[src/hw/rtl/assert_macros.svh]
// Assertion helpers shared by the RTL; clock and reset names follow the house ports.
`ifndef ASSERT_MACROS_SVH
`define ASSERT_MACROS_SVH

// Property checked on every rising edge outside reset.
`define ASSERT_CLK(lbl, prop, msg) \
    lbl: assert property (@(posedge i_clk) disable iff (!i_rst_n) (prop)) else $error(msg);

// Condition that must never be seen outside reset.
`define ASSERT_NEVER(lbl, cond, msg) \
    `ASSERT_CLK(lbl, !(cond), msg)

`endif

[src/hw/rtl/itoa_pkg.sv]
package itoa_pkg;

    localparam int ValueW    = 32;
    localparam int CmdW      = 2;
    localparam int CharW     = 7;
    localparam int BcdDigits = 10;
    localparam int BcdW      = 4 * BcdDigits;
    localparam int CntW      = 5;
    localparam int PcW       = 4;

    // format commands
    typedef enum logic [CmdW-1:0] {
        CMD_BIN  = 2'd0,
        CMD_DEC  = 2'd1,
        CMD_HEX  = 2'd2,
        CMD_SWAP = 2'd3
    } t_cmd;

    // character source of a microcode step
    typedef enum logic [2:0] {
        EM_NONE    = 3'd0,
        EM_ZERO    = 3'd1,
        EM_PREFIX  = 3'd2,
        EM_MINUS   = 3'd3,
        EM_DIGIT   = 3'd4,
        EM_NEWLINE = 3'd5
    } t_emit;

    // datapath operation of a microcode step
    typedef enum logic [2:0] {
        OP_NOP     = 3'd0,
        OP_LOAD    = 3'd1,
        OP_DABBLE  = 3'd2,
        OP_SET_DIG = 3'd3,
        OP_SKIP    = 3'd4,
        OP_SHIFT   = 3'd5
    } t_op;

    // branch condition of a microcode step
    typedef enum logic [1:0] {
        CND_INPUT    = 2'd0,
        CND_ALWAYS   = 2'd1,
        CND_CNT_ZERO = 2'd2,
        CND_TOP_DONE = 2'd3
    } t_cond;

    typedef struct packed {
        t_emit          emit;
        t_op            op;
        t_cond          cond;
        logic [PcW-1:0] target;
    } t_uword;

    // sequencer -> datapath
    typedef struct packed {
        logic fire;
        t_op  op;
    } t_dp_ctl;

    // datapath -> sequencer
    typedef struct packed {
        logic       cnt_zero;
        logic       top_done;
        logic       is_bin;
        logic [3:0] digit;
    } t_dp_stat;

    // program addresses
    localparam logic [PcW-1:0] ST_IDLE   = 4'd0;
    localparam logic [PcW-1:0] ST_ZERO   = 4'd1;
    localparam logic [PcW-1:0] ST_PREFIX = 4'd2;
    localparam logic [PcW-1:0] ST_MINUS  = 4'd3;
    localparam logic [PcW-1:0] ST_DABBLE = 4'd4;
    localparam logic [PcW-1:0] ST_SET    = 4'd5;
    localparam logic [PcW-1:0] ST_SKIP   = 4'd6;
    localparam logic [PcW-1:0] ST_DIGIT  = 4'd7;
    localparam logic [PcW-1:0] ST_NL     = 4'd8;

    // ASCII codes
    localparam logic [CharW-1:0] ChZero      = 7'h30;
    localparam logic [CharW-1:0] ChB         = 7'h62;
    localparam logic [CharW-1:0] ChX         = 7'h78;
    localparam logic [CharW-1:0] ChMinus     = 7'h2d;
    localparam logic [CharW-1:0] ChNewline   = 7'h0a;
    localparam logic [CharW-1:0] HexLetterOff = 7'd87;

    // digit counter start values (count minus one)
    localparam logic [CntW-1:0] CntBin = CntW'(ValueW - 1);
    localparam logic [CntW-1:0] CntHex = CntW'(ValueW / 4 - 1);
    localparam logic [CntW-1:0] CntDab = CntW'(ValueW - 1);
    localparam logic [CntW-1:0] CntBcd = CntW'(BcdDigits - 1);

    // control store
    function automatic t_uword ucode(input logic [PcW-1:0] pc);
        t_uword w;
        w = '{emit: EM_NONE, op: OP_NOP, cond: CND_INPUT, target: ST_IDLE};
        unique case (pc)
            ST_IDLE:   w = '{emit: EM_NONE,    op: OP_LOAD,    cond: CND_INPUT,
                             target: ST_IDLE};
            ST_ZERO:   w = '{emit: EM_ZERO,    op: OP_NOP,     cond: CND_ALWAYS,
                             target: ST_PREFIX};
            ST_PREFIX: w = '{emit: EM_PREFIX,  op: OP_NOP,     cond: CND_ALWAYS,
                             target: ST_SKIP};
            ST_MINUS:  w = '{emit: EM_MINUS,   op: OP_NOP,     cond: CND_ALWAYS,
                             target: ST_DABBLE};
            ST_DABBLE: w = '{emit: EM_NONE,    op: OP_DABBLE,  cond: CND_CNT_ZERO,
                             target: ST_SET};
            ST_SET:    w = '{emit: EM_NONE,    op: OP_SET_DIG, cond: CND_ALWAYS,
                             target: ST_SKIP};
            ST_SKIP:   w = '{emit: EM_NONE,    op: OP_SKIP,    cond: CND_TOP_DONE,
                             target: ST_DIGIT};
            ST_DIGIT:  w = '{emit: EM_DIGIT,   op: OP_SHIFT,   cond: CND_CNT_ZERO,
                             target: ST_NL};
            ST_NL:     w = '{emit: EM_NEWLINE, op: OP_NOP,     cond: CND_ALWAYS,
                             target: ST_IDLE};
            default:   w = '{emit: EM_NONE,    op: OP_NOP,     cond: CND_ALWAYS,
                             target: ST_IDLE};
        endcase
        return w;
    endfunction

endpackage

[src/hw/rtl/itoa_datapath.sv]
`include "assert_macros.svh"

module itoa_datapath
    import itoa_pkg::*;
(
    input  logic              i_clk,
    input  logic              i_rst_n,
    input  logic [ValueW-1:0] i_value,
    input  t_cmd              i_cmd,
    input  t_dp_ctl           i_ctl,
    output t_dp_stat          o_stat
);

    logic [BcdW-1:0]   r_sh;    // BCD digits or left-aligned binary word
    logic [ValueW-1:0] r_val;   // binary bits feeding the double-dabble
    logic [CntW-1:0]   r_cnt;
    logic              r_bin;

    logic [BcdW-1:0]   adj;
    logic [BcdW-1:0]   sh_digit;
    logic [3:0]        top;
    logic              cnt_zero;
    logic              top_done;
    logic [ValueW-1:0] dec_val;

    // add-3 correction on every BCD digit
    always_comb begin
        for (int i = 0; i < BcdDigits; i++) begin
            adj[4*i +: 4] = (r_sh[4*i +: 4] >= 4'd5) ? r_sh[4*i +: 4] + 4'd3
                                                     : r_sh[4*i +: 4];
        end
    end

    // top digit and one-digit shift
    assign top      = r_bin ? {3'b000, r_sh[BcdW-1]} : r_sh[BcdW-1 -: 4];
    assign sh_digit = r_bin ? {r_sh[BcdW-2:0], 1'b0} : {r_sh[BcdW-5:0], 4'b0000};
    assign cnt_zero = (r_cnt == '0);
    assign top_done = (top != 4'd0) || cnt_zero;

    // magnitude for signed decimal, byte reversal for swapped mode
    always_comb begin
        if (i_cmd == CMD_DEC) begin
            dec_val = i_value[ValueW-1] ? (~i_value + 32'd1) : i_value;
        end else begin
            dec_val = {i_value[7:0], i_value[15:8], i_value[23:16], i_value[31:24]};
        end
    end

    always_ff @(posedge i_clk) begin
        if (!i_rst_n) begin
            r_cnt <= '0;
            r_bin <= 1'b0;
        end else if (i_ctl.fire) begin
            case (i_ctl.op)
                OP_LOAD: begin
                    r_bin <= (i_cmd == CMD_BIN);
                    if (i_cmd == CMD_BIN || i_cmd == CMD_HEX) begin
                        r_sh  <= {i_value, {(BcdW-ValueW){1'b0}}};
                        r_cnt <= (i_cmd == CMD_BIN) ? CntBin : CntHex;
                    end else begin
                        r_sh  <= '0;
                        r_val <= dec_val;
                        r_cnt <= CntDab;
                    end
                end
                OP_DABBLE: begin
                    r_sh  <= {adj[BcdW-2:0], r_val[ValueW-1]};
                    r_val <= {r_val[ValueW-2:0], 1'b0};
                    r_cnt <= r_cnt - 1'b1;
                end
                OP_SET_DIG: r_cnt <= CntBcd;
                OP_SKIP: begin
                    if (!top_done) begin
                        r_sh  <= sh_digit;
                        r_cnt <= r_cnt - 1'b1;
                    end
                end
                OP_SHIFT: begin
                    if (!cnt_zero) begin
                        r_sh  <= sh_digit;
                        r_cnt <= r_cnt - 1'b1;
                    end
                end
                default: ;
            endcase
        end
    end

    assign o_stat = '{cnt_zero: cnt_zero, top_done: top_done, is_bin: r_bin, digit: top};

    `ASSERT_NEVER(a_dabble_not_bin, i_ctl.fire && i_ctl.op == OP_DABBLE && r_bin, "dabble in binary mode")
    `ASSERT_CLK(a_set_count, (i_ctl.fire && i_ctl.op == OP_SET_DIG) |=> (r_cnt == CntBcd), "digit count not set")

endmodule

[src/hw/rtl/integer_to_ascii_formatter.sv]
// Channel   | Dir | Signals                        | Contents
// slave     | in  | i_s_tvalid/o_s_tready          | tdata: value[31:0]; tuser: command[1:0]
// master    | out | o_m_tvalid/i_m_tready/o_m_tlast | tdata: char_out[6:0], bit 7 zero
//
// One request at a time; the next is taken once the newline has left the sequencer.
// Binary/hex: load, "0b"/"0x", leading-zero skip and digits over 8 or 32 digit slots, newline.
// Decimal, or swap (byte-reversed, unsigned): load, optional '-', 32 double-dabble steps,
// leading-zero skip and 10 digit slots, newline.
// A stalled output holds the sequencer on its next character step. Reset is synchronous.
`include "assert_macros.svh"

module integer_to_ascii_formatter
    import itoa_pkg::*;
(
    input  logic              i_clk,
    input  logic              i_rst_n,
    input  logic              i_s_tvalid,
    output logic              o_s_tready,
    input  logic [ValueW-1:0] i_s_tdata,   // [31:0] value
    input  logic [CmdW-1:0]   i_s_tuser,   // [1:0] command
    output logic              o_m_tvalid,
    input  logic              i_m_tready,
    output logic [7:0]        o_m_tdata,   // [6:0] char_out, [7] zero
    output logic              o_m_tlast
);

    logic [PcW-1:0]   r_pc;
    logic [PcW-1:0]   n_pc;
    logic             r_out_valid;
    logic [CharW-1:0] r_char;
    logic             r_last;

    t_uword           uw;
    t_cmd             cmd;
    t_dp_ctl          ctl;
    t_dp_stat         stat;
    logic             out_free;
    logic             fire;
    logic [CharW-1:0] emit_char;

    assign uw       = ucode(r_pc);
    assign cmd      = t_cmd'(i_s_tuser);
    assign out_free = !r_out_valid || i_m_tready;
    assign fire     = (uw.emit == EM_NONE || out_free) &&
                      (uw.cond != CND_INPUT || i_s_tvalid);
    assign o_s_tready = (uw.cond == CND_INPUT);
    assign ctl = '{fire: fire, op: uw.op};

    itoa_datapath u_dp (
        .i_clk   (i_clk),
        .i_rst_n (i_rst_n),
        .i_value (i_s_tdata),
        .i_cmd   (cmd),
        .i_ctl   (ctl),
        .o_stat  (stat)
    );

    // next step: dispatch on the command, jump, or branch on a datapath flag
    always_comb begin
        n_pc = r_pc;
        unique case (uw.cond)
            CND_INPUT: begin
                if (cmd == CMD_BIN || cmd == CMD_HEX) begin
                    n_pc = ST_ZERO;
                end else if (cmd == CMD_DEC && i_s_tdata[ValueW-1]) begin
                    n_pc = ST_MINUS;
                end else begin
                    n_pc = ST_DABBLE;
                end
            end
            CND_ALWAYS:   n_pc = uw.target;
            CND_CNT_ZERO: n_pc = stat.cnt_zero ? uw.target : r_pc;
            CND_TOP_DONE: n_pc = stat.top_done ? uw.target : r_pc;
            default:      n_pc = ST_IDLE;
        endcase
    end

    // character of the current step
    always_comb begin
        unique case (uw.emit)
            EM_ZERO:    emit_char = ChZero;
            EM_PREFIX:  emit_char = stat.is_bin ? ChB : ChX;
            EM_MINUS:   emit_char = ChMinus;
            EM_DIGIT:   emit_char = (stat.digit >= 4'd10)
                                    ? {3'b000, stat.digit} + HexLetterOff
                                    : {3'b000, stat.digit} + ChZero;
            EM_NEWLINE: emit_char = ChNewline;
            default:    emit_char = ChZero;
        endcase
    end

    // step counter
    always_ff @(posedge i_clk) begin
        if (!i_rst_n) begin
            r_pc <= ST_IDLE;
        end else if (fire) begin
            r_pc <= n_pc;
        end
    end

    // output register
    always_ff @(posedge i_clk) begin
        if (!i_rst_n) begin
            r_out_valid <= 1'b0;
        end else if (fire && uw.emit != EM_NONE) begin
            r_out_valid <= 1'b1;
        end else if (i_m_tready) begin
            r_out_valid <= 1'b0;
        end
    end

    always_ff @(posedge i_clk) begin
        if (fire && uw.emit != EM_NONE) begin
            r_char <= emit_char;
            r_last <= (uw.emit == EM_NEWLINE);
        end
    end

    assign o_m_tvalid = r_out_valid;
    assign o_m_tdata  = {1'b0, r_char};
    assign o_m_tlast  = r_last;

    `ASSERT_CLK(a_out_hold, ((r_out_valid && !i_m_tready) |=> $stable({r_out_valid, r_char, r_last})), "held request changed")
    `ASSERT_CLK(a_accept_busy, (i_s_tvalid && o_s_tready) |=> (r_pc != ST_IDLE), "request not started")
    `ASSERT_NEVER(a_pc_range, r_pc > ST_NL, "step counter outside program")

endmodule
[config.mk]
export PLATFORM = sky130hd
export DESIGN_NAME = integer_to_ascii_formatter
export DESIGN_NICKNAME = d
export VERILOG_FILES = /design/src/hw/rtl/itoa_pkg.sv /design/src/hw/rtl/itoa_datapath.sv /design/src/hw/rtl/integer_to_ascii_formatter.sv
export VERILOG_INCLUDE_DIRS = /design/src /design/src/hw/rtl
export SDC_FILE = /design/constraint.sdc
export NUM_CORES = 1
export LEC_CHECK = 0
export ABC_AREA = 0
export BUFFER_PORTS_ARGS = -buffer_cell sky130_fd_sc_hd__buf_2
export CAP_MARGIN = 20
export CORE_MARGIN = 5
export CORE_UTILIZATION = 29
export CTS_CLUSTER_SIZE = 12
export DETAILED_ROUTE_END_ITERATION = 12
export GPL_TIMING_DRIVEN = 0
export SYNTH_ARGS = -nofsm -noshare
export SYNTH_HDL_FRONTEND = slang
export SYNTH_HIERARCHICAL = 1
export SYNTH_SLANG_ARGS = --single-unit
export TNS_END_PERCENT = 1
[constraint.sdc]
create_clock -name i_clk -period 4.9 [get_ports i_clk]
set_clock_uncertainty 0.2 [all_clocks]
set_input_delay 0.98 -clock i_clk [delete_from_list [all_inputs] [get_ports i_clk]]
set_output_delay 0.98 -clock i_clk [all_outputs]
set_load 0.01 [all_outputs]
## Word-level counts from Yosys, hierarchy flattened

Memories as Yosys holds them, arrays and structs flattened. A register that Yosys moved wholly into a read port is not among the register bits.
Index checks and enable logic that the tools add are counted.

- Flip-flop bits (word level): 91
- Latch bits: 0
- RAM bits: 0
- Memory bits (read-only): 192
- Memories: 1

- Add/sub/neg operators: 14
- Multipliers: 0
- Divide/modulo/power cells: 0
- Order comparisons: 11
- Equal/unequal tests: 19
- Shift-type cells: 0
- Multiplexer cells: 37
- Bitwise gates (word level): 1
- Reductions and logical operators: 25

Memories:

| name | depth | bits a word | read ports | clocked after Yosys merged registers in | write ports | RTL line | text |
|---|---|---|---|---|---|---|---|
| (no name shown) | 16 | 12 | 1 | 1 | 0 | itoa_pkg.sv:97 | `unique case (pc)` |

Operator list:

| kind | count |
|---|---|
| $mux W40 | 4 |
| $pmux W40 S4 | 1 |
| $mux W32 | 3 |
| $pmux W32 S2 | 1 |
| $mux W4 | 14 |
| $ge A4 B3 Y1 const B | 10 |
| $add A4 B2 Y4 const B | 9 |
| $add A32 B1 Y32 const B | 1 |
| $not A32 Y32 | 1 |
| $pmux W7 S4 | 1 |
| $mux W5 | 5 |
| $pmux W5 S5 | 1 |
| $pmux W4 S4 | 1 |
| $eq A3 B2 Y1 const B | 4 |
| $eq A3 B3 Y1 const B | 4 |
| $mux W3 | 3 |
| $reduce_and A4 Y1 | 2 |
| $reduce_bool A4 Y1 | 2 |
| $add A4 B6 Y7 const B | 1 |
| $add A4 B7 Y7 const B | 1 |
| $mux W7 | 1 |
| $eq A2 B2 Y1 const B | 3 |
| $ne A2 B2 Y1 const B | 3 |
| $reduce_bool A2 Y1 | 3 |
| other kinds (18) | 28 |

## Longest topological paths before layout

- Depth in word-level cells: 7
- Gate-level depth with buffers: 14
- Depth with buffers taken out: 13

## Cells and area by module

Netlist, hierarchy kept.

Modules (own cells, without submodules):

| module | instances | cells an instance | area an instance (um2) | sequential area each (um2) |
|---|---|---|---|---|
| itoa_datapath | 1 | 642 | 5801.8 | 2282.2 |
| integer_to_ascii_formatter | 1 | 137 | 1326.3 | 580.6 |

## Worst setup path before layout

No wires, ideal clock.

- Kind: input-to-reg
- From: input i_m_tready
- To: register u_dp.r_val[0] (enable)
- Arrival time: 3.295 ns
- Path slack: 0.981 ns
- Stages on the path: 5
- Buffers on the path: 0
- Cell sequence: nor2b_1 > a21oi_1 > nor4bb_1 > a22oi_1 > nor2b_1

- Word-level cells in the longest chain between the ends: 4

RTL lines:

| what | RTL line | text |
|---|---|---|
| start: declaration | integer_to_ascii_formatter.sv:22 | `input logic i_m_tready,` |
| $logic_or A1 B1 Y1 | integer_to_ascii_formatter.sv:43 | `assign out_free = !r_out_valid \|\| i_m_tready;` |
| $logic_or A1 B1 Y1 | integer_to_ascii_formatter.sv:44 | `assign fire = (uw.emit == EM_NONE \|\| out_free) &&` |
| $logic_and A1 B1 Y1 | integer_to_ascii_formatter.sv:44 |  |
| via fire | integer_to_ascii_formatter.sv:38 | `logic fire;` |
| $reduce_and A4 Y1 (no source line) | -- |  |
| end signal: assignment | itoa_datapath.sv:62 | `r_val <= dec_val;` |
| end signal: assignment | itoa_datapath.sv:68 | `r_val <= {r_val[ValueW-2:0], 1'b0};` |
| end: declaration | itoa_datapath.sv:15 | `logic [ValueW-1:0] r_val;` |

The timed path passes the listed nets, and every way through them passes these cells.
A chain may end at the register's enable or synchronous reset.

## Worst setup path after layout

- From: register u_dp.r_bin
- To: register uw[4] (netlist name)

- Word-level cells in the longest chain between the ends: 7

RTL lines:

| what | RTL line | text |
|---|---|---|
| start: declaration | itoa_datapath.sv:17 | `logic r_bin;` |
| start signal: assignment | itoa_datapath.sv:56 | `r_bin <= (i_cmd == CMD_BIN);` |
| $mux W4 | itoa_datapath.sv:35 | `assign top = r_bin ? {3'b000, r_sh[BcdW-1]} : r_sh[BcdW-1 -: 4];` |
| $reduce_bool A4 Y1 | itoa_datapath.sv:38 | `assign top_done = (top != 4'd0) \|\| cnt_zero;` |
| $logic_or A1 B1 Y1 | itoa_datapath.sv:38 |  |
| via u_dp.top_done | itoa_datapath.sv:23 | `logic top_done;` |
| $ne A2 B1 Y1 (no source line) | -- |  |
| $reduce_and A3 Y1 (no source line) | -- |  |
| $mux W4 (no source line) (2 in a row) | -- |  |

The timed path passes the listed nets, and every way through them passes these cells.

==> impl_metrics.tcl <==
set metrics [dict create \
    placementRows 57 \
    cp_slowest_cell "sky130_fd_sc_hd__clkbuf_1" \
    total_core_area_um2 24200 \
    min_path_type "flop to flop" \
    post_synth.cell_area_avg_um2 9.15 \
    drt-total-wl_um 21600 \
    arrival_time_at_the_worst_endpoint_ps 3520 \
    synth_seq_area_share 0.402 \
    clkLatencyLatePin_ps 360 \
    grt-ovfl-total 0 \
    stdcell_area_um2 8110 \
    synth.cell_area_um2 7130 \
    max-vdd-ir-drop_mv 0.171 \
    htree_levels 3 \
    hpwl_um 15500 \
    synthToLayoutAreaGrowth_pct 13.8 \
    reg2regPathDepth 11 \
    worst_setup_path_start_kind "flop" \
    timing.max_cap.violations 0 \
    grt.total_usage 0.152 \
    syn-num-nets 846 \
    detail_route.wl_per_cell_um 18.5 \
    num_io_pins 49 \
    run_status "finished clean" \
    antenna_found_initial 0 \
    drive_above_1_share 0.114 \
    clk_path_buf_depth 2 \
    post-cts-setup-buffer-count 0 \
    crit_start "u_dp/r_bin" \
    timing.final.crit_share 0.711 \
    critical-path-max-stage-delay_ps 530 \
    tritoncts_num_sinks 103 \
    final_hold_slack_ps 283 \
    worst-setup-path-type "flop to flop" \
    critical_path.endpoint_type "flop" \
    fp.dieArea_um2 27800 \
    number_of_enable_type_register_cells_in_the_synthesized_netlist 80 \
    clock_tree_from_tritoncts "done" \
    worst-slew-pin-transition_ps 927 \
    placedInstanceArea_um2 7800 \
    timing.final.crit_period_ps 3490 \
    maxSlewViolCount 0 \
    critPathRequiredTime_ps 4940 \
    grt_start_max_net_pins 33 \
    vert_die_dim_um 167 \
    setup.reg_to_reg.worst_slack_ps 1410 \
    r2r_start "u_dp/r_bin" \
    floorplan.initialDensity 0.294 \
    power_leakage_nw 2.95 \
    numCtsBuffers 9 \
    finalHoldViolCount 0 \
    yosys_register_bits 103 \
    worst_hold_path.num_cells 2 \
    remaining_drc_errors 0 \
    io_buffers 43 \
    ctsResizeCount 0 \
    max_freq_ghz 0.287 \
    setup_viol 0 \
    place.gp.congestion 0.881 \
    crit_chain "clkbuf_1, clkbuf_1, o211ai_1, buf_4, mux2i_1, a221oi_4, mux2i_1, nor2b_1, inv_1, ha_1, a211o_1" \
    critical_path.max_fanout 10 \
    rsz0062_at_grt "no" \
    routed_via_density 5.45 \
    final_util 0.334 \
    via_count 6347 \
    first_pass_iteration_count_of_the_detailed_router 5 \
    cts.root.buffer_cell "sky130_fd_sc_hd__clkbuf_16" \
    async_reset_ff_frac 0 \
    flip_flop_cell_with_the_highest_count_after_synthesis "sky130_fd_sc_hd__edfxtp_1" \
    drtIter0Drc 726 \
    grt_first_pass_wirelength_um 34300 \
    finalNetCount 903 \
    syn_inst 779 \
    synth_warnings 6 \
    holdCritStartpoint "u_dp/r_cnt[1]" \
    maxSlewHeadroom 0.380 \
    ant_nets 0 \
    finalSetupTns_ps 0 \
    die_width_um 167 \
    clk_transition_reported_paths_ps 70 \
    cts.hold.buffers_added 0 \
    synth.lib_cells_used.distinct 74 \
    antenna_cells 0 \
    powerDensity_nw_per_um2 461 \
    vias_in_the_first_global_route 6386 \
]
[placed cells by master, fill, tap and decap left out, types with 16 or more instances in the layout]
cell type / n
sky130_fd_sc_hd__a21oi_1: 74
sky130_fd_sc_hd__buf_2: 45
sky130_fd_sc_hd__clkbuf_1: 35
sky130_fd_sc_hd__dfxtp_1: 23
sky130_fd_sc_hd__edfxtp_1: 80
sky130_fd_sc_hd__ha_1: 29
sky130_fd_sc_hd__inv_1: 49
sky130_fd_sc_hd__mux2i_1: 31
sky130_fd_sc_hd__nand2_1: 47
sky130_fd_sc_hd__nand2b_1: 20
sky130_fd_sc_hd__nor2_1: 61
sky130_fd_sc_hd__nor3_1: 16
sky130_fd_sc_hd__o21ai_0: 64
sky130_fd_sc_hd__xor2_1: 23
[layout make-up]
class                           instances  area [um^2]
Buffer                                 48          213
Clock buffer                           11          264
Clock inverter                          5         35.0
Fill cell                            2546        16100
Inverter                               49          184
Multi-Input combinational cell        579         3880
Sequential cell                       103         2860
Tap cell                              324          405
Timing Repair Buffer                   46          263
[worst max-delay path: cells and delay by family (launching register included)]
kind / cells / cell delay [ps]
AND/OR/NAND/NOR: 1 / 260
adder cells (fa/ha/maj): 1 / 300
AO/OA/AOI/OAI: 3 / 580
multiplexers: 2 / 460
buffers and inverters: 4 / 1250
flip-flops: 1 / 330
[power by group]
group,switching [mW],internal [mW]
Clock,0.352,0.393
Sequential,0.216,1.27
Combinational,0.909,0.599
Total,1.48,2.26
[worst paths after layout]
kind | to
hold / removal | u_dp/r_cnt[1]
setup reg to reg | uw[4]
hold reg to reg | u_dp/r_cnt[1]
setup / recovery | uw[4]
[through the flow]
step	total power [mW]	instances	setup slack, ps
finish	3.73	1165	1410
global route	4.00	1165	1160
CTS	3.74	1164	1370
detailed placement	2.99	1148	1360
global placement	2.94	1146	-531
floorplan	2.54	779	981
[cells by family (layout without fill, tap and decap cells)]
family,count (synthesis),count (layout),synth area share
compound gates,244,244,0.223
simple gates,236,236,0.177
flops,103,103,0.402
buf+inv,97,159,0.0556
xor+xnor,37,37,0.0455
mux,32,32,0.0456
fa+ha+maj,29,29,0.0509
other cells,1,1,0.000526
[flip-flops by register name (all words and copies together), names as in the netlist, 4 cells and up]
| name | cells |
|---|---|
| u_dp/r_sh | 40 |
| u_dp/r_val | 32 |
| uw | 12 |
| r_char | 7 |
| u_dp/r_cnt | 5 |
| r_pc | 4 |
[synthesized netlist by cell type (4+ instances only)]
master | count | area (um^2)
sky130_fd_sc_hd__or2_2 | 5 | 31.3
sky130_fd_sc_hd__o21ai_0 | 64 | 320
sky130_fd_sc_hd__or3_1 | 6 | 37.5
sky130_fd_sc_hd__inv_1 | 49 | 184
sky130_fd_sc_hd__buf_1 | 5 | 18.8
sky130_fd_sc_hd__o221ai_1 | 11 | 96.3
sky130_fd_sc_hd__a221o_1 | 8 | 80.1
sky130_fd_sc_hd__nor4_1 | 6 | 37.5
sky130_fd_sc_hd__a21oi_1 | 74 | 370
sky130_fd_sc_hd__ha_1 | 29 | 363
sky130_fd_sc_hd__nand2_1 | 47 | 176
sky130_fd_sc_hd__a211oi_1 | 4 | 30.0
sky130_fd_sc_hd__nor3_1 | 16 | 80.1
sky130_fd_sc_hd__and2_1 | 5 | 31.3
sky130_fd_sc_hd__xnor2_1 | 14 | 123
sky130_fd_sc_hd__nand4_1 | 5 | 31.3
sky130_fd_sc_hd__nor3b_1 | 8 | 60.1
sky130_fd_sc_hd__mux2i_1 | 31 | 310
sky130_fd_sc_hd__and3_1 | 7 | 43.8
sky130_fd_sc_hd__or4_1 | 4 | 30.0
sky130_fd_sc_hd__a221oi_1 | 9 | 78.8
sky130_fd_sc_hd__nor2b_1 | 14 | 87.6
sky130_fd_sc_hd__xor2_1 | 23 | 201
sky130_fd_sc_hd__nor2_1 | 61 | 229
sky130_fd_sc_hd__o22ai_1 | 14 | 87.6
sky130_fd_sc_hd__nand2b_1 | 20 | 125
sky130_fd_sc_hd__edfxtp_1 | 80 | 2400
sky130_fd_sc_hd__buf_4 | 4 | 30.0
sky130_fd_sc_hd__dfxtp_1 | 23 | 460
sky130_fd_sc_hd__clkbuf_1 | 35 | 131
sky130_fd_sc_hd__nand3_1 | 11 | 55.1
sky130_fd_sc_hd__o31ai_1 | 14 | 105
sky130_fd_sc_hd__a21o_1 | 4 | 30.0
sky130_fd_sc_hd__nor4b_1 | 7 | 61.3
sky130_fd_sc_hd__a22oi_1 | 6 | 45.0
[layer usage]
| layer | track usage | part of all wire |
|---|---|---|
| met1 | 0.204 | 0.46 |
| met5 | 0 | 0 |
| met3 | 0.0235 | 0.054 |
| met4 | 0.0644 | 0.025 |
| met2 | 0.244 | 0.46 |
(Power assumes the default switching activity.)
